--- config.mk ---
export PLATFORM = sky130hd
export DESIGN_NAME = reconfigurable_approximate_adder
export DESIGN_NICKNAME = d
export VERILOG_FILES = /design/src/hw/rtl/raa_pkg.sv /design/src/hw/rtl/raa_csr.sv /design/src/hw/rtl/raa_blocks.sv /design/src/hw/rtl/raa_window.sv /design/src/hw/rtl/raa_sum.sv /design/src/hw/rtl/reconfigurable_approximate_adder.sv
export SDC_FILE = /design/constraint.sdc
export NUM_CORES = 1
export LEC_CHECK = 0
export BUFFER_PORTS_ARGS = -buffer_cell sky130_fd_sc_hd__clkbuf_2
export CAP_MARGIN = 5
export CORE_ASPECT_RATIO = 0.75
export CORE_UTILIZATION = 34
export DETAILED_ROUTE_END_ITERATION = 8
export PLACE_DENSITY = 0.58
export SETUP_SLACK_MARGIN = 0.3
export SLEW_MARGIN = 0
export SYNTH_ARGS = -nofsm -noshare
export SYNTH_HDL_FRONTEND = slang
export SYNTH_SLANG_ARGS = --single-unit
export TNS_END_PERCENT = 50
--- constraint.sdc ---
create_clock -name clock -period 3.16 [get_ports clock]
set_clock_uncertainty 0.05 [all_clocks]
set_input_delay 0.316 -clock clock [delete_from_list [all_inputs] [get_ports clock]]
set_output_delay 0.316 -clock clock [all_outputs]
set_load 0.01 [all_outputs]
--- src/hw/rtl/raa_pkg.sv ---
// Shared constants and types for the reconfigurable approximate adder.
package raa_pkg;

   localparam int DEFAULT_WIDTH = 16;
   localparam int CFG_BITS = 4;
   localparam int CSR_INDEX_BITS = 1;

   localparam logic [CSR_INDEX_BITS-1:0] REG_RESULT_BITS = 1'b0;
   localparam logic [CSR_INDEX_BITS-1:0] REG_PREDICT_BITS = 1'b1;

   localparam logic [CFG_BITS-1:0] RESET_RESULT_BITS = 4'd4;
   localparam logic [CFG_BITS-1:0] RESET_PREDICT_BITS = 4'd4;

   typedef struct packed {
      logic [CFG_BITS-1:0] result_len;
      logic [CFG_BITS-1:0] predict_len;
   } cfg_type;

endpackage

--- src/hw/rtl/raa_csr.sv ---
// Configuration registers and the sequencer that builds the predicted-carry position mask.
module raa_csr #(
   parameter int WIDTH = raa_pkg::DEFAULT_WIDTH
) (
   input  logic                                clock,
   input  logic                                reset,
   input  logic                                csr_write_enable,
   input  logic [raa_pkg::CSR_INDEX_BITS-1:0]  csr_index,
   input  logic [raa_pkg::CFG_BITS-1:0]        csr_wdata,
   output raa_pkg::cfg_type                    cfg,
   output logic [WIDTH-1:0]                    predict_mask,
   output logic                                building
);

   localparam int POS_BITS = (WIDTH > 1) ? $clog2(WIDTH) : 1;
   localparam int EXACT_BITS = raa_pkg::CFG_BITS + 1;
   localparam int CMP_BITS = (POS_BITS > EXACT_BITS) ? POS_BITS : EXACT_BITS;
   localparam logic [POS_BITS-1:0] LAST_POS = POS_BITS'(WIDTH - 1);

   logic [raa_pkg::CFG_BITS-1:0] result_bits_ff, result_bits_in;
   logic [raa_pkg::CFG_BITS-1:0] predict_bits_ff, predict_bits_in;
   logic                         build_ff, build_in;
   logic [POS_BITS-1:0]          pos_ff, pos_in;
   logic [raa_pkg::CFG_BITS-1:0] phase_ff, phase_in;
   logic [WIDTH-1:0]             mask_ff, mask_in;

   logic [raa_pkg::CFG_BITS-1:0] r_eff, p_eff;
   logic [EXACT_BITS-1:0]        exact_end;
   logic                         past_exact, hit;

   always_comb begin
      r_eff = (result_bits_ff == '0) ? raa_pkg::CFG_BITS'(1) : result_bits_ff;
      p_eff = (predict_bits_ff == '0) ? raa_pkg::CFG_BITS'(1) : predict_bits_ff;
      exact_end = EXACT_BITS'(r_eff) + EXACT_BITS'(p_eff) - EXACT_BITS'(1);
      past_exact = CMP_BITS'(pos_ff) >= CMP_BITS'(exact_end);
      hit = past_exact && (phase_ff == '0) && (pos_ff != LAST_POS);

      result_bits_in = result_bits_ff;
      predict_bits_in = predict_bits_ff;
      build_in = build_ff;
      pos_in = pos_ff;
      phase_in = phase_ff;
      mask_in = mask_ff;

      if (csr_write_enable) begin
         case (csr_index)
            raa_pkg::REG_RESULT_BITS: begin
               result_bits_in = csr_wdata;
            end
            raa_pkg::REG_PREDICT_BITS: begin
               predict_bits_in = csr_wdata;
            end
            default: begin
            end
         endcase
         build_in = 1'b1;
         pos_in = '0;
         phase_in = '0;
      end else if (build_ff) begin
         mask_in[pos_ff] = hit;
         if (past_exact) begin
            phase_in = (phase_ff == r_eff - raa_pkg::CFG_BITS'(1)) ? '0
                                                                  : phase_ff + 1'b1;
         end
         pos_in = pos_ff + 1'b1;
         if (pos_ff == LAST_POS) begin
            build_in = 1'b0;
         end
      end
   end

   always_ff @(posedge clock) begin
      if (reset) begin
         result_bits_ff <= raa_pkg::RESET_RESULT_BITS;
         predict_bits_ff <= raa_pkg::RESET_PREDICT_BITS;
         build_ff <= 1'b1;
         pos_ff <= '0;
         phase_ff <= '0;
      end else begin
         result_bits_ff <= result_bits_in;
         predict_bits_ff <= predict_bits_in;
         build_ff <= build_in;
         pos_ff <= pos_in;
         phase_ff <= phase_in;
      end
   end

   always_ff @(posedge clock) begin
      mask_ff <= mask_in;
   end

   assign cfg.result_len = r_eff;
   assign cfg.predict_len = p_eff;
   assign predict_mask = mask_ff;
   assign building = build_ff;

   a_write_rebuilds: assert property (@(posedge clock) disable iff (reset)
      csr_write_enable |=> build_ff)
      else $error("mask rebuild not started after register write");

   a_phase_range: assert property (@(posedge clock) disable iff (reset)
      build_ff |-> (phase_ff < cfg.result_len))
      else $error("spacing counter out of range");

   a_top_not_predicted: assert property (@(posedge clock) disable iff (reset)
      !build_ff |-> !mask_ff[WIDTH-1])
      else $error("top position marked as predicted");

endmodule

--- src/hw/rtl/raa_blocks.sv ---
// Stages 1-2: bit generate/propagate and group terms of length 2, 4 and 8 ending at each bit.
module raa_blocks #(
   parameter int WIDTH = raa_pkg::DEFAULT_WIDTH
) (
   input  logic             clock,
   input  logic             reset,
   input  logic             in_valid,
   input  logic [WIDTH-1:0] addend_a,
   input  logic [WIDTH-1:0] addend_b,
   output logic             out_valid,
   output logic [WIDTH-1:0] gen1,
   output logic [WIDTH-1:0] prop1,
   output logic [WIDTH-1:0] gen2,
   output logic [WIDTH-1:0] prop2,
   output logic [WIDTH-1:0] gen4,
   output logic [WIDTH-1:0] prop4,
   output logic [WIDTH-1:0] gen8,
   output logic [WIDTH-1:0] prop8
);

   logic             s1_valid_ff;
   logic [WIDTH-1:0] s1_gen_ff, s1_prop_ff;

   logic             s2_valid_ff;
   logic [WIDTH-1:0] s2_gen1_ff, s2_prop1_ff;
   logic [WIDTH-1:0] s2_gen2_ff, s2_prop2_ff;
   logic [WIDTH-1:0] s2_gen4_ff, s2_prop4_ff;
   logic [WIDTH-1:0] s2_gen8_ff, s2_prop8_ff;

   logic [WIDTH-1:0] gen2_in, prop2_in, gen4_in, prop4_in, gen8_in, prop8_in;

   // groups reaching below bit 0 see zero bits there
   always_comb begin
      gen2_in = s1_gen_ff | (s1_prop_ff & (s1_gen_ff << 1));
      prop2_in = s1_prop_ff & (s1_prop_ff << 1);
      gen4_in = gen2_in | (prop2_in & (gen2_in << 2));
      prop4_in = prop2_in & (prop2_in << 2);
      gen8_in = gen4_in | (prop4_in & (gen4_in << 4));
      prop8_in = prop4_in & (prop4_in << 4);
   end

   always_ff @(posedge clock) begin
      if (reset) begin
         s1_valid_ff <= 1'b0;
         s2_valid_ff <= 1'b0;
      end else begin
         s1_valid_ff <= in_valid;
         s2_valid_ff <= s1_valid_ff;
      end
   end

   always_ff @(posedge clock) begin
      s1_gen_ff <= addend_a & addend_b;
      s1_prop_ff <= addend_a ^ addend_b;
      s2_gen1_ff <= s1_gen_ff;
      s2_prop1_ff <= s1_prop_ff;
      s2_gen2_ff <= gen2_in;
      s2_prop2_ff <= prop2_in;
      s2_gen4_ff <= gen4_in;
      s2_prop4_ff <= prop4_in;
      s2_gen8_ff <= gen8_in;
      s2_prop8_ff <= prop8_in;
   end

   assign out_valid = s2_valid_ff;
   assign gen1 = s2_gen1_ff;
   assign prop1 = s2_prop1_ff;
   assign gen2 = s2_gen2_ff;
   assign prop2 = s2_prop2_ff;
   assign gen4 = s2_gen4_ff;
   assign prop4 = s2_prop4_ff;
   assign gen8 = s2_gen8_ff;
   assign prop8 = s2_prop8_ff;

endmodule

--- src/hw/rtl/raa_window.sv ---
// Stage 3: predicted carry over the P-bit window at each bit, merged into the carry terms.
module raa_window #(
   parameter int WIDTH = raa_pkg::DEFAULT_WIDTH
) (
   input  logic             clock,
   input  logic             reset,
   input  logic             in_valid,
   input  raa_pkg::cfg_type cfg,
   input  logic [WIDTH-1:0] predict_mask,
   input  logic [WIDTH-1:0] gen1,
   input  logic [WIDTH-1:0] prop1,
   input  logic [WIDTH-1:0] gen2,
   input  logic [WIDTH-1:0] prop2,
   input  logic [WIDTH-1:0] gen4,
   input  logic [WIDTH-1:0] prop4,
   input  logic [WIDTH-1:0] gen8,
   input  logic [WIDTH-1:0] prop8,
   output logic             out_valid,
   output logic [WIDTH-1:0] carry_gen,
   output logic [WIDTH-1:0] carry_prop,
   output logic [WIDTH-1:0] bit_prop
);

   logic [raa_pkg::CFG_BITS-1:0] plen;
   logic [WIDTH-1:0] acc_g0, acc_p0, acc_g1, acc_p1, acc_g2, acc_p2, acc_g3;
   logic [WIDTH-1:0] piece2_g, piece2_p, piece4_g, piece4_p, piece8_g;
   logic [WIDTH-1:0] cgen_in, cprop_in;

   logic             s3_valid_ff;
   logic [WIDTH-1:0] s3_cgen_ff, s3_cprop_ff, s3_prop_ff;

   // window split into pieces of 1, 2, 4, 8 bits, top piece first
   always_comb begin
      plen = cfg.predict_len;
      piece2_g = gen2 << plen[0];
      piece2_p = prop2 << plen[0];
      piece4_g = gen4 << plen[1:0];
      piece4_p = prop4 << plen[1:0];
      piece8_g = gen8 << plen[2:0];

      acc_g0 = plen[0] ? gen1 : '0;
      acc_p0 = plen[0] ? prop1 : '1;
      acc_g1 = plen[1] ? (acc_g0 | (acc_p0 & piece2_g)) : acc_g0;
      acc_p1 = plen[1] ? (acc_p0 & piece2_p) : acc_p0;
      acc_g2 = plen[2] ? (acc_g1 | (acc_p1 & piece4_g)) : acc_g1;
      acc_p2 = plen[2] ? (acc_p1 & piece4_p) : acc_p1;
      acc_g3 = plen[3] ? (acc_g2 | (acc_p2 & piece8_g)) : acc_g2;

      cgen_in = (predict_mask & acc_g3) | (~predict_mask & gen1);
      cprop_in = ~predict_mask & prop1;
   end

   always_ff @(posedge clock) begin
      if (reset) begin
         s3_valid_ff <= 1'b0;
      end else begin
         s3_valid_ff <= in_valid;
      end
   end

   always_ff @(posedge clock) begin
      s3_cgen_ff <= cgen_in;
      s3_cprop_ff <= cprop_in;
      s3_prop_ff <= prop1;
   end

   assign out_valid = s3_valid_ff;
   assign carry_gen = s3_cgen_ff;
   assign carry_prop = s3_cprop_ff;
   assign bit_prop = s3_prop_ff;

endmodule

--- src/hw/rtl/raa_sum.sv ---
// Stage 4: carry chain with predicted carries injected, sum bits and output register.
module raa_sum #(
   parameter int WIDTH = raa_pkg::DEFAULT_WIDTH
) (
   input  logic             clock,
   input  logic             reset,
   input  logic             in_valid,
   input  logic [WIDTH-1:0] carry_gen,
   input  logic [WIDTH-1:0] carry_prop,
   input  logic [WIDTH-1:0] bit_prop,
   output logic             out_valid,
   output logic [WIDTH:0]   approx_sum
);

   logic [WIDTH:0]   chain;
   logic [WIDTH-1:0] carry_below;
   logic [WIDTH:0]   sum_in;

   logic             rsp_valid_ff;
   logic [WIDTH:0]   rsp_sum_ff;

   // operands chosen so that x&y = generate and x^y = propagate
   always_comb begin
      chain = {1'b0, carry_gen | carry_prop} + {1'b0, carry_gen};
      carry_below = chain[WIDTH-1:0] ^ carry_prop;
      sum_in = {chain[WIDTH], bit_prop ^ carry_below};
   end

   always_ff @(posedge clock) begin
      if (reset) begin
         rsp_valid_ff <= 1'b0;
      end else begin
         rsp_valid_ff <= in_valid;
      end
   end

   always_ff @(posedge clock) begin
      rsp_sum_ff <= sum_in;
   end

   assign out_valid = rsp_valid_ff;
   assign approx_sum = rsp_sum_ff;

endmodule

--- src/hw/rtl/reconfigurable_approximate_adder.sv ---
// Top level of the GeAr-style reconfigurable approximate adder.
//
//   channel   ports                                        handshake
//   request   start, busy, req_addend_a, req_addend_b      start && !busy
//   result    rsp_valid, rsp_approx_sum                    one-cycle strobe
//   config    csr_write_enable, csr_index, csr_wdata       write enable
//
// One request per cycle while busy is low; each taken request passes in turn through
// the four register stages (bit terms, group terms, window carry, carry chain).
// After reset and after every register write the predicted-carry mask is rebuilt,
// one bit position per cycle: busy stays high until the top bit position is done.
// Results cannot be held off; nothing in the pipeline stalls.
module reconfigurable_approximate_adder #(
   parameter int WIDTH = raa_pkg::DEFAULT_WIDTH
) (
   input  logic                                clock,
   input  logic                                reset,
   input  logic                                start,
   output logic                                busy,
   input  logic [WIDTH-1:0]                    req_addend_a,
   input  logic [WIDTH-1:0]                    req_addend_b,
   output logic                                rsp_valid,
   output logic [WIDTH:0]                      rsp_approx_sum,
   input  logic                                csr_write_enable,
   input  logic [raa_pkg::CSR_INDEX_BITS-1:0]  csr_index,
   input  logic [raa_pkg::CFG_BITS-1:0]        csr_wdata
);

   raa_pkg::cfg_type cfg;
   logic [WIDTH-1:0] predict_mask;
   logic             building;
   logic             accept;

   logic             blk_valid;
   logic [WIDTH-1:0] gen1, prop1, gen2, prop2, gen4, prop4, gen8, prop8;

   logic             win_valid;
   logic [WIDTH-1:0] carry_gen, carry_prop, bit_prop;

   assign busy = building;
   assign accept = start && !building;

   raa_csr #(.WIDTH(WIDTH)) u_csr (
      .clock            (clock),
      .reset            (reset),
      .csr_write_enable (csr_write_enable),
      .csr_index        (csr_index),
      .csr_wdata        (csr_wdata),
      .cfg              (cfg),
      .predict_mask     (predict_mask),
      .building         (building)
   );

   raa_blocks #(.WIDTH(WIDTH)) u_blocks (
      .clock     (clock),
      .reset     (reset),
      .in_valid  (accept),
      .addend_a  (req_addend_a),
      .addend_b  (req_addend_b),
      .out_valid (blk_valid),
      .gen1      (gen1),
      .prop1     (prop1),
      .gen2      (gen2),
      .prop2     (prop2),
      .gen4      (gen4),
      .prop4     (prop4),
      .gen8      (gen8),
      .prop8     (prop8)
   );

   raa_window #(.WIDTH(WIDTH)) u_window (
      .clock        (clock),
      .reset        (reset),
      .in_valid     (blk_valid),
      .cfg          (cfg),
      .predict_mask (predict_mask),
      .gen1         (gen1),
      .prop1        (prop1),
      .gen2         (gen2),
      .prop2        (prop2),
      .gen4         (gen4),
      .prop4        (prop4),
      .gen8         (gen8),
      .prop8        (prop8),
      .out_valid    (win_valid),
      .carry_gen    (carry_gen),
      .carry_prop   (carry_prop),
      .bit_prop     (bit_prop)
   );

   raa_sum #(.WIDTH(WIDTH)) u_sum (
      .clock      (clock),
      .reset      (reset),
      .in_valid   (win_valid),
      .carry_gen  (carry_gen),
      .carry_prop (carry_prop),
      .bit_prop   (bit_prop),
      .out_valid  (rsp_valid),
      .approx_sum (rsp_approx_sum)
   );

   a_request_to_result: assert property (@(posedge clock) disable iff (reset)
      accept |-> ##4 rsp_valid)
      else $error("request did not produce a result after four cycles");

   a_reset_flushes: assert property (@(posedge clock)
      $past(reset) |-> !rsp_valid)
      else $error("result strobe right after reset");

endmodule
# After elaboration in Yosys (flattened, before gate mapping)
# Index checks and enable logic that the tools add are counted.
[classes]
muxes = 15
bitwise_logic = 28
add_sub_neg = 6
magnitude_cmp = 3
eq_ne = 3
reduce_logical = 13
shift = 5
[op_table]
columns = ["operator", "n"]
rows = [
  ["$and 16x16->16", 14],
  ["$or 16x16->16", 8],
  ["$mux 16", 7],
  ["$xor 16x16->16", 3],
  ["$shl 16x1->16", 2],
  ["$shl 16x2->16", 2],
  ["$add 16x16->17", 1],
  ["$bwmux 16", 1],
  ["$not 16->16", 1],
  ["$shl 16x3->16", 1],
  ["$logic_not 4->1", 3],
  ["$mux 4", 3],
  ["$add 4x1->4 const B", 2],
  ["$reduce_and 2->1", 4],
  ["$add 4x4->5", 1],
  ["$ge 4x5->1", 1],
  ["$lt 4x5->1 const B", 1],
  ["$sub 5x1->5 const B", 1],
  ["$demux 1 s4", 1],
  ["$eq 4x4->1", 1],
  ["$eq 4x4->1 const B", 1],
  ["$ge 4x1->1 const B", 1],
  ["$logic_and 1x1->1", 4],
  ["$ne 4x4->1 const B", 1],
  ["5 further kinds", 8],
]
[totals]
wordCells = 96
inputBits = 41
out_inout_bits = 19
register_bits = 246

# Depth between registers and ports, before layout
# Gate-level depths: netlist of the first run.
[logic_depth]
ltp_word = 12
depth_mapped = 17
mapped_depth_nobuf = 13

# Hierarchy
# A second synthesis of the first run with hierarchy kept.
[hier_totals]
hier_cells = 998
area_unflattened_um2 = 10351.2
[by_module_without_submodules]
columns = ["mod", "area_per_inst_um2", "cells_each", "seq_area_each_um2", "instances"]
rows = [
  ["raa_blocks", 3937.5, 301, 2882.8, 1],
  ["raa_window", 3353.2, 368, 980.9, 1],
  ["raa_csr", 1870.5, 195, 820.8, 1],
  ["raa_sum", 1176.1, 133, 360.3, 1],
  ["reconfigurable_approximate_adder", 13.8, 1, 0.0, 1],
]

# Worst setup path after synthesis of the first run
# No wires, ideal clock.
[synth_path]
kind = "register -> register"
startpoint = "reg u_csr.predict_bits_ff[2] (netlist name)"
endpoint = "reg u_csr.mask_ff[0] (netlist: u_csr.predict_mask[0]), data pin"
slack_ps = -283
path_buffers = 4
required_ps = 2833
setup_time_ps = 277
path_stages_with_launch = 17
period_less_slack_ps = 3443
arrival_time_ps = 3116
cell_sequence = "dfxtp_1 -> buf_2 -> nor3_4 -> nor2_4 -> buf_6 -> buf_4 -> buf_2 -> ha_1 -> inv_1 -> ha_1 -> fa_1 -> xnor2_1 -> ha_1 -> nand2_1 -> o21ai_0 -> nand2_1 -> nor2_1"
[synth_via]
elab_chain_cells = 8
[synth_lines]
columns = ["item", "line", "rtl"]
rows = [
  ["from (decl)", "raa_csr.sv:21", "logic [raa_pkg::CFG_BITS-1:0] predict_bits_ff, predict_bits_in;"],
  ["from (signal assigned)", "raa_csr.sv:75", "predict_bits_ff <= raa_pkg::RESET_PREDICT_BITS;"],
  ["from (signal assigned)", "raa_csr.sv:81", "predict_bits_ff <= predict_bits_in;"],
  ["$logic_not 4->1", "raa_csr.sv:33", "p_eff = (predict_bits_ff == '0) ? raa_pkg::CFG_BITS'(1) : predict_bits_ff;"],
  ["$mux 4 *", "raa_csr.sv:33", ""],
  ["$add 4x4->5 *", "raa_csr.sv:34", "exact_end = EXACT_BITS'(r_eff) + EXACT_BITS'(p_eff) - EXACT_BITS'(1);"],
  ["$sub 5x1->5 *", "raa_csr.sv:34", ""],
  ["$ge 4x5->1 *", "raa_csr.sv:35", "past_exact = CMP_BITS'(pos_ff) >= CMP_BITS'(exact_end);"],
  ["$logic_and 1x1->1 * (2 in a row)", "raa_csr.sv:36", "hit = past_exact && (phase_ff == '0) && (pos_ff != LAST_POS);"],
  ["named net u_csr.hit", "raa_csr.sv:29", "logic past_exact, hit;"],
  ["$bwmux 16 *", "raa_csr.sv:60", "mask_in[pos_ff] = hit;"],
  ["to (signal assigned)", "raa_csr.sv:89", "mask_ff <= mask_in;"],
  ["to (decl)", "raa_csr.sv:25", "logic [WIDTH-1:0] mask_ff, mask_in;"],
]
# Mark *: on every way through the listed nets, which the timed path passes. The rest lies on a longest branch.
# A chain may end at the register's enable or synchronous reset.

# Worst setup path after layout of the first run
[layout_path]
startpoint = "reg u_csr.result_bits_ff[2] (netlist name)"
endpoint = "reg u_csr.phase_ff[2] (netlist name)"
[layout_via]
elab_chain_cells = 6
elab_cells_between_ends = 9
classes_between = "add/sub (3); order compare (1); eq/ne (1); mux (2); reduce/logical (2)"
[layout_lines]
columns = ["item", "line", "rtl"]
rows = [
  ["from (decl)", "raa_csr.sv:20", "logic [raa_pkg::CFG_BITS-1:0] result_bits_ff, result_bits_in;"],
  ["from (signal assigned)", "raa_csr.sv:74", "result_bits_ff <= raa_pkg::RESET_RESULT_BITS;"],
  ["from (signal assigned)", "raa_csr.sv:80", "result_bits_ff <= result_bits_in;"],
  ["$logic_not 4->1", "raa_csr.sv:32", "r_eff = (result_bits_ff == '0) ? raa_pkg::CFG_BITS'(1) : result_bits_ff;"],
  ["$mux 4 *", "raa_csr.sv:32", ""],
  ["$add 4x4->5", "raa_csr.sv:34", ""],
  ["$sub 5x1->5", "raa_csr.sv:34", ""],
  ["$ge 4x5->1", "raa_csr.sv:35", ""],
  ["$reduce_and 2->1 (no line)", "n/a", ""],
  ["to (signal assigned)", "raa_csr.sv:84", "phase_ff <= phase_in;"],
  ["to (decl)", "raa_csr.sv:24", "logic [raa_pkg::CFG_BITS-1:0] phase_ff, phase_in;"],
]
# Mark *: on every way between the ends. The rest lies on a longest branch, timed or not.

==> flow_summary.json, run 1 <==
{
  "synthesis.area_um2": 9510,
  "start_util_pct": 34.9,
  "yosysTopAreaCellShare_pct": 45.7,
  "critPathArrivalTime_ns": 3.10,
  "crit_required_ns": 3.52,
  "place.gp.congestion": 0.855,
  "criticalPathCategory": "flop to flop",
  "ys_seq_area_share_pct": 50.7,
  "cts.sinks": 233,
  "fp.dieH_um": 147,
  "synthTopCellsByCount": "dfxtp_1, nand2_1, a21oi_1",
  "max_slew_margin_pct": 30.2,
  "path_buf_inv": 2,
  "die_area_um2": 28700,
  "avgViaCountPerCell": 4.99,
  "wl_per_cell_um": 16.7,
  "setup_viol": 0,
  "rrSetupSlack_ns": 0.42,
  "clk_pin_slew_ns": 0.07,
  "power.density_nw_per_um2": 631,
  "tns_ns": 0,
  "cp_top_family": "adder cells",
  "critPathSlowestCell": "fa_2",
  "grt_max_degree": 51,
  "htree_levels": 1,
  "synth-edff-count": 16,
  "ys_ff_latch": 233,
  "max_clock_freq_mhz": 365,
  "ant_nets": 0,
  "antenna_cells": 0,
  "insertion_delay_ns": 0.53,
  "tightest_slew_ns": 1.05,
  "critPathCapture": "u_csr.phase_ff[2]$_SDFFE_PP0P_",
  "dp_hpwl_mm": 17.8,
  "gr-total-overflow": 0,
  "core_um2": 27300,
  "r2r-end": "u_csr.phase_ff[2]$_SDFFE_PP0P_",
  "firstDrtPassIters": 5,
  "grt_usage_pct": 16.6,
  "fp-row-count": 52,
  "pwr-share-clk_pct": 37.7,
  "ys.flop_type": "dfxtp_1",
  "ir_worst_vdd_uv": 426,
  "cp.depth": 13,
  "synthArstFlopShare_pct": 0,
  "combinationalPowerShare_pct": 13.9,
  "post-route-min-period_ns": 2.74,
  "slew_viol_final": 0,
  "clk_path_buf_depth": 3,
  "syn-num-nets": 1025,
  "yosysMostFrequentCell": "dfxtp_1",
  "cp_max_fo": 5,
  "p_int_mw": 5.33,
  "finalHoldViolCount": 0,
  "cp-end-kind": "flop",
  "synthCells": 949,
  "port_buffers": 59,
  "cap_violations": 0,
  "start_kind": "flop",
  "power_switching_mw": 1.95,
  "grt_pass1_wl_mm": 37.6,
  "cp_cell_sequence": "nor2_1 -> a21oi_4 -> ha_4 -> inv_2 -> ha_4 -> fa_2 -> inv_1 -> ha_1 -> nand2_1 -> o21ai_4 -> nand3_4 -> and3_1 -> a211o_1",
  "crit_start": "u_csr.result_bits_ff[2]$_SDFFE_PP1P_",
  "grt_pass1_vias": 6768,
  "leakage_nw": 4.88,
  "cts_tree": "built",
  "cts_buffers": 24,
  "r2r_start": "u_csr.result_bits_ff[2]$_SDFFE_PP1P_",
  "hold_path_class": "input port to flop",
  "root_buffer": "clkbuf_16",
  "status": "finished, final reports clean",
  "drt_wl_total_mm": 24.0,
  "final_nets": 1139,
  "reg2regPathDepth": 13,
  "yosysUniqueCellTypes": 71,
  "area_growth_pct": 21.3,
  "seqPwrFrac_pct": 48.4,
  "critPathMaxStageDelay_ns": 0.51,
  "drc": 0,
  "synthTopCellsByArea": "dfxtp_1, mux2i_1, edfxtp_1",
  "rsz0062_at_grt": "true",
  "ys_warn_count": 0,
  "synth_top_area_cell": "dfxtp_1",
  "vias": 7146,
  "antenna_found_initial": 0,
  "num_io_pins": 60,
  "synth_area_per_cell_um2": 10.0,
  "fin_crit_sh_pct": 86.8,
  "swShare_pct": 26.8,
  "timing.hold.ws_ns": 0.0510,
  "drive_gt1_share_pct": 14.0,
  "drt_iter0_markers": 552,
  "worst_path_most_repeated_cell": "ha_4",
  "die_w_um": 195,
  "whs_path_depth": 3
}
-- worst register-to-register path: cells and delay by family, from the launching register on --
kind	cells	cell delay (ns)
simple gates	4	0.47
flops	1	0.37
fa+ha+maj	4	1.06
compound gates	3	0.59
buf+inv	2	0.08
-- state kept, by name, summed over array words and instances, names as in the netlist, 4 cells and up --
register               flops
u_sum.approx_sum          17
u_window.carry_gen        16
u_csr.result_bits_ff       4
u_window.bit_prop         16
u_blocks.prop2            14
u_blocks.prop1            16
u_window.carry_prop       16
u_blocks.gen4             12
u_blocks.gen2             14
u_blocks.gen1             15
u_blocks.s1_prop_ff       16
u_csr.pos_ff               4
u_csr.predict_mask        16
u_blocks.s1_gen_ff        16
u_blocks.prop4            12
u_csr.predict_bits_ff      4
u_blocks.gen8             16
u_csr.phase_ff             4
-- kinds of logic after synthesis --
logic type,synth area share [%]
and+or+nand+nor,13.2
AOI/OAI and AO/OA,16.6
buffers and inverters,3.79
DFF,50.7
adders and majority gates,4.68
xor gates and xnor gates,3.87
muxes,7.14
-- routing by layer --
metal,track usage (%),routed length (um),vias up,part of all wire (%)
li1,-,-,3552,-
met2,21.9,9030,251,38
met3,3.63,1850,30,7.7
met5,0,0,-,0
met4,3.23,357,0,1.5
met1,26.7,12700,3313,53
-- how the worst min path moves through the flow --
stage / startpoint / to
after floorplan: u_blocks.s1_prop_ff[0]$_DFF_P_ / u_blocks.prop1[0]$_DFF_P_
after global placement: u_blocks.prop1[0]$_DFF_P_ / u_window.bit_prop[0]$_DFF_P_
after detailed placement: u_blocks.prop1[0]$_DFF_P_ / u_window.bit_prop[0]$_DFF_P_
after CTS: csr_index / u_csr.predict_bits_ff[1]$_SDFFE_PP0P_
after global routing: csr_index / u_csr.predict_bits_ff[1]$_SDFFE_PP0P_
final: csr_index / u_csr.predict_bits_ff[1]$_SDFFE_PP0P_
-- power by group through the flow --
stage | Combinational [mW] | Sequential (mW) | Clock (mW)
after floorplan | 0.641 | 3.50 | 0
after global placement | 0.901 | 3.59 | 0
after detailed placement | 0.919 | 3.58 | 0
after CTS | 0.990 | 3.52 | 2.81
after global routing | 1.12 | 3.55 | 2.94
final | 1.01 | 3.52 | 2.75
-- layout make-up --
| type | count | area [um2] |
|---|---|---|
| fill | 2574 | 15700 |
| sequential | 233 | 4830 |
| multi-input combinational | 634 | 4400 |
| timing repair buffer | 124 | 928 |
| clock buffer | 30 | 633 |
| tap | 351 | 439 |
| inverter | 46 | 173 |
| clock inverter | 14 | 133 |
-- placed cells by master, fill, tap and decap left out, types with 11 or more instances in the layout --
cell type	instances
ha_1	32
buf_4	11
xnor2_1	36
clkbuf_16	24
nand3_1	18
nor2_1	45
o21ai_0	41
nand2_1	112
edfxtp_1	16
dlygate4sd3_1	53
mux2i_1	51
a21o_1	34
dfxtp_1	212
and2_1	19
nor2b_1	26
clkbuf_2	59
inv_1	45
a21oi_1	60
-- per-stage QoR --
| step | cells | worst slack [ns] | utilization [%] | power, mW | instance area, um2 |
|---|---|---|---|---|---|
| after floorplan | 949 | 0.0915 | - | 4.14 | 9570 |
| after global placement | 1333 | 0.180 | 37.3 | 4.49 | 10200 |
| after detailed placement | 1333 | 0.0567 | 37.3 | 4.50 | 10200 |
| after CTS | 1431 | 0.310 | 42.2 | 7.31 | 11500 |
| after global routing | 1432 | 0.274 | 42.3 | 7.61 | 11500 |
| final | 1432 | 0.417 | 42.3 | 7.28 | 11500 |
-- timing repair --
item	in CTS	in global routing
pin swaps	2	2
setup endpoints to repair	20	20
hold buffers	53	0
hold endpoints to repair	37	0
buffers inserted	1	1
resized for setup	3	6
No activity file was read; power rests on OpenSTA's default activity.
==> run 2, diff against run 1 <==
Settings changed: REMOVE_ABC_BUFFERS set to 1.
==> flow_summary.json, run 2 (synthesis gave the netlist of run 1 again) <==
{
  "drc": 0,
  "fin_crit_sh_pct": 89.2,
  "largest_register_ffs": 17,
  "cts_buffers": 24,
  "grt_pass1_vias": 6755,
  "core_um2": 27300,
  "dp_hpwl_mm": 17.8,
  "clk_pin_slew_ns": 0.06,
  "fin_util_pct": 42.6,
  "grt_usage_pct": 16.7,
  "reg2regPathDepth": 13,
  "final_cell_area_um2": 11600,
  "ant_nets": 0,
  "cp-end-kind": "flop",
  "port_buffers": 59,
  "start_kind": "flop",
  "layout_commonest_cell": "dfxtp_1",
  "htree_levels": 1,
  "place.gp.congestion": 0.864,
  "crit_required_ns": 3.51,
  "cts.sinks": 233,
  "drive_gt1_share_pct": 15.2,
  "grt_pass1_wl_mm": 37.8,
  "gr-total-overflow": 0,
  "path_buf_inv": 4,
  "nFillCells": 2634,
  "insertion_delay_ns": 0.52,
  "cp_max_fo": 4,
  "area_growth_pct": 22.0,
  "cts_tree": "built",
  "final_nets": 1143,
  "grt_max_degree": 74,
  "place_area_um2": 10200,
  "die_w_um": 195,
  "wl_per_cell_um": 16.9,
  "post-route-min-period_ns": 2.82,
  "antenna_cells": 0,
  "whs_path_depth": 2,
  "clk_path_buf_depth": 3,
  "avgViaCountPerCell": 4.99,
  "leakage_nw": 4.91,
  "cp.depth": 13,
  "finalHoldViolCount": 0,
  "dp_cells": 1339,
  "cp_top_family": "adder cells",
  "ir_worst_vdd_uv": 365,
  "fin_ws_ns": 0.340,
  "criticalPathCategory": "flop to flop",
  "antenna_found_initial": 0,
  "status": "finished, final reports clean",
  "drt_iter0_markers": 784,
  "timing.hold.ws_ns": 0.0152,
  "fp-row-count": 52,
  "post-place-ws_ns": -0.0103,
  "tightest_slew_ns": 1.10,
  "hold_path_class": "input port to flop",
  "rsz0062_at_grt": "true",
  "rrSetupSlack_ns": 0.34,
  "start_util_pct": 34.9,
  "fp.dieH_um": 147,
  "final_cell_count_no_fill": 1433,
  "vias": 7145,
  "cp_cell_sequence": "buf_4 -> buf_4 -> xnor2_1 -> ha_4 -> fa_2 -> inv_2 -> ha_4 -> nand2_2 -> o21ai_2 -> buf_6 -> nand3_4 -> and3_4 -> a211o_1",
  "firstDrtPassIters": 5,
  "cap_violations": 0,
  "num_io_pins": 60,
  "drt_wl_total_mm": 24.2,
  "max_clock_freq_mhz": 355,
  "slew_viol_final": 0,
  "die_area_um2": 28700,
  "max_slew_margin_pct": 26.5,
  "critPathMaxStageDelay_ns": 0.53,
  "power.density_nw_per_um2": 640,
  "critPathArrivalTime_ns": 3.17,
  "mostFrequentLayoutCells": "dfxtp_1, nand2_1, a21oi_1",
  "critPathSlowestCell": "fa_2",
  "setup_viol": 0,
  "root_buffer": "clkbuf_16"
}
==> run 2: per-layer routing <==
metal	vias up	track usage [%]	wire length, um
met3	38	2.89	1600
met1	3312	26.2	12600
met5	-	0	0
met4	0	4.80	584
met2	216	22.9	9360
li1	3579	-	-
==> run 2: layout make-up <==
cell class / instances / area (um2) / share of cell area, %
tap: 351 / 439 / 3.78
timing repair buffer: 128 / 942 / 8.12
multi-input combinational: 634 / 4410 / 38.0
sequential: 233 / 4840 / 41.7
clock buffer: 31 / 678 / 5.84
inverter: 46 / 173 / 1.49
clock inverter: 10 / 134 / 1.15
==> run 2: path summary, 6_finish.rpt <==
| check | from | to |
|---|---|---|
| max | u_csr.result_bits_ff[1]$_SDFFE_PP0P_ | u_csr.phase_ff[2]$_SDFFE_PP0P_ |
| min | req_addend_a[8] | u_blocks.s1_gen_ff[8]$_DFF_P_ |
| max reg2reg | u_csr.result_bits_ff[1]$_SDFFE_PP0P_ | u_csr.phase_ff[2]$_SDFFE_PP0P_ |
| min reg2reg | u_blocks.s1_prop_ff[0]$_DFF_P_ | u_blocks.prop1[0]$_DFF_P_ |
==> run 2: what timing repair did <==
item,in CTS,in global routing
pin swaps,2,8
hold buffers,50,0
endpoints found under the setup margin,20,22
resized for setup,7,20
gates cloned,0,0
hold endpoints to repair,35,0
setup buffers,0,3
==> run 2: worst register-to-register path, cell delays in order, from the launching register on <==
cell,delay [ns]
dfxtp_2,0.34
buf_4,0.13
buf_4,0.13
xnor2_1,0.17
ha_4,0.19
fa_2,0.53
inv_2,0.05
ha_4,0.25
nand2_2,0.05
o21ai_2,0.17
buf_6,0.13
nand3_4,0.09
and3_4,0.18
a211o_1,0.25
==> run 2: where the power goes <==
group          switching, mW  internal (mW)  total [mW]
logic                  0.547          0.481        1.03
registers              0.242           3.26        3.51
clock network           1.14           1.75        2.89
==> run 2: metrics by stage <==
stage | TNS [ns] | total power, mW
2_1_floorplan | -27.20 | 4.11
3_3_place_gp | -0.316 | 4.48
3_5_place_dp | -0.159 | 4.49
4_1_cts | 0 | 7.45
5_1_grt | 0 | 7.76
6_report | 0 | 7.43
==> run 3, diff against run 2 <==
==> constraint.sdc (replaced) <==
create_clock -name clock -period 3.16 [get_ports clock]
set_clock_uncertainty 0.05 [all_clocks]
set_input_delay 0.474 -clock clock [delete_from_list [all_inputs] [get_ports clock]]
set_output_delay 0.474 -clock clock [all_outputs]
set_load 0.01 [all_outputs]
==> flow_summary.json, run 3 (synthesis gave the netlist of run 1 again) <==
{
  "clk_pin_slew_ns": 0.06,
  "finalHoldViolCount": 0,
  "reg2regPathDepth": 13,
  "die_area_um2": 28700,
  "mostFrequentLayoutCells": "dfxtp_1, nand2_1, a21oi_1",
  "cts.sinks": 233,
  "largest_register_ffs": 17,
  "critPathMaxStageDelay_ns": 0.53,
  "p_int_mw": 5.45,
  "crit_required_ns": 3.51,
  "path_buf_inv": 4,
  "hold_start": "req_addend_b[1]",
  "fp.dieH_um": 147,
  "grt_usage_pct": 16.5,
  "post-route-min-period_ns": 2.81,
  "avgViaCountPerCell": 5.05,
  "area_growth_pct": 16.8,
  "place.gp.congestion": 0.864,
  "firstDrtPassIters": 5,
  "grt_pass1_wl_mm": 37.1,
  "critPathArrivalTime_ns": 3.16,
  "seqPwrFrac_pct": 47.7,
  "whs_path_depth": 2,
  "setup_viol": 0,
  "cap_violations": 0,
  "vias": 6982,
  "critPathSlowestCell": "fa_2",
  "drt_iter0_markers": 762,
  "layout_commonest_cell": "dfxtp_1",
  "pwr-share-clk_pct": 39.2,
  "power_switching_mw": 1.91,
  "status": "finished, final reports clean",
  "num_io_pins": 60,
  "cts_buffers": 24,
  "combinationalPowerShare_pct": 13.1,
  "timing.hold.ws_ns": 0.113,
  "fp-row-count": 52,
  "fin_util_pct": 40.7,
  "criticalPathCategory": "flop to flop",
  "gr-total-overflow": 0,
  "max_clock_freq_mhz": 355,
  "cp_cell_sequence": "buf_4 -> buf_4 -> xnor2_1 -> ha_4 -> fa_2 -> inv_2 -> ha_4 -> nand2_2 -> o21ai_2 -> buf_6 -> nand3_4 -> and3_4 -> a211o_1",
  "die_w_um": 195,
  "ant_nets": 0,
  "final_nets": 1093,
  "start_kind": "flop",
  "drc": 0,
  "tightest_slew_ns": 1.09,
  "slew_viol_final": 0,
  "insertion_delay_ns": 0.52,
  "cts_tree": "built",
  "start_util_pct": 34.9,
  "rsz0062_at_grt": "true",
  "drt_wl_total_mm": 23.8,
  "cp-end-kind": "flop",
  "grt_pass1_vias": 6582,
  "core_um2": 27300,
  "antenna_found_initial": 0,
  "max_slew_margin_pct": 27.2,
  "ir_worst_vdd_uv": 370,
  "port_buffers": 59,
  "power.density_nw_per_um2": 662,
  "drive_gt1_share_pct": 16.0,
  "clk_path_buf_depth": 3,
  "swShare_pct": 25.9,
  "rrSetupSlack_ns": 0.35,
  "r2r-end": "u_csr.phase_ff[2]$_SDFFE_PP0P_",
  "grt_max_degree": 74,
  "tns_ns": 0,
  "antenna_cells": 0,
  "cp_top_family": "adder cells",
  "min_to": "u_blocks.s1_prop_ff[1]$_DFF_P_",
  "htree_levels": 1,
  "cp_max_fo": 4,
  "root_buffer": "clkbuf_16",
  "r2r_start": "u_csr.result_bits_ff[1]$_SDFFE_PP0P_",
  "wl_per_cell_um": 17.2,
  "dp_hpwl_mm": 17.8,
  "hold_path_class": "input port to flop",
  "leakage_nw": 4.70,
  "fin_crit_sh_pct": 89.0
}
## run 3: worst register-to-register path, cell delays in order (launching register included)
cell,delay (ns)
dfxtp_2,0.33
buf_4,0.13
buf_4,0.13
xnor2_1,0.17
ha_4,0.19
fa_2,0.53
inv_2,0.05
ha_4,0.25
nand2_2,0.05
o21ai_2,0.17
buf_6,0.13
nand3_4,0.09
and3_4,0.18
a211o_1,0.25
## run 3: timing repair
action | 4_1_cts | 5_1_grt
hold buffers | 0 | 0
gates resized for setup | 7 | 20
setup buffers | 0 | 3
gates cloned | 0 | 0
endpoints found under the setup margin | 20 | 22
pin swaps | 2 | 8
## run 3: through the flow
stage | total power [mW] | std cells | cell area [um2] | setup WS, ns
3_5_place_dp | 4.49 | 1339 | 10200 | -0.0103
2_1_floorplan | 4.11 | 913 | 9330 | -1.31
5_1_grt | 7.69 | 1383 | 11100 | 0.234
3_3_place_gp | 4.48 | 1339 | 10200 | -0.0202
6_report | 7.35 | 1383 | 11100 | 0.347
4_1_cts | 7.39 | 1380 | 11000 | 0.292
## run 3: metal layers
layer / vias up / routed length (um) / GRT usage (%)
met5: - / 0 / 0
met4: 0 / 563 / 4.80
met3: 35 / 1790 / 2.89
met2: 253 / 9130 / 22.3
met1: 3214 / 12400 / 26.0
li1: 3480 / - / -
## run 3: area by class of cell
class | count | area [um2]
clock inverters | 10 | 134
fillers | 2678 | 16200
multi-input cells | 634 | 4410
flip-flops and latches | 233 | 4840
inverters | 46 | 173
well taps | 351 | 439
repair buffers | 78 | 442
clock buffers | 31 | 678
## run 3: how the worst max path moves through the flow
| stage | start | to | depth (start not counted) |
|---|---|---|---|
| final | u_csr.result_bits_ff[1]$_SDFFE_PP0P_ | u_csr.phase_ff[2]$_SDFFE_PP0P_ | 13 |
| after CTS | u_csr.result_bits_ff[1]$_SDFFE_PP0P_ | u_csr.phase_ff[0]$_SDFFE_PP0P_ | 14 |
| after global placement | u_csr.result_bits_ff[1]$_SDFFE_PP0P_ | u_csr.predict_mask[0]$_DFFE_PP_ | 12 |
| after global routing | u_csr.result_bits_ff[2]$_SDFFE_PP1P_ | u_csr.phase_ff[2]$_SDFFE_PP0P_ | 14 |
| after floorplan | u_csr.predict_bits_ff[0]$_SDFFE_PP0P_ | u_csr.predict_mask[0]$_DFFE_PP_ | 11 |
| after detailed placement | u_csr.result_bits_ff[1]$_SDFFE_PP0P_ | u_csr.predict_mask[3]$_DFFE_PP_ | 12 |
## run 3: power groups by stage
stage               Clock, mW  Sequential [mW]  Combinational, mW
finish                   2.88             3.51              0.965
global placement            0             3.57              0.916
global route             3.08             3.54               1.07
floorplan                   0             3.53              0.578
detailed placement          0             3.57              0.925
CTS                      2.95             3.50              0.936
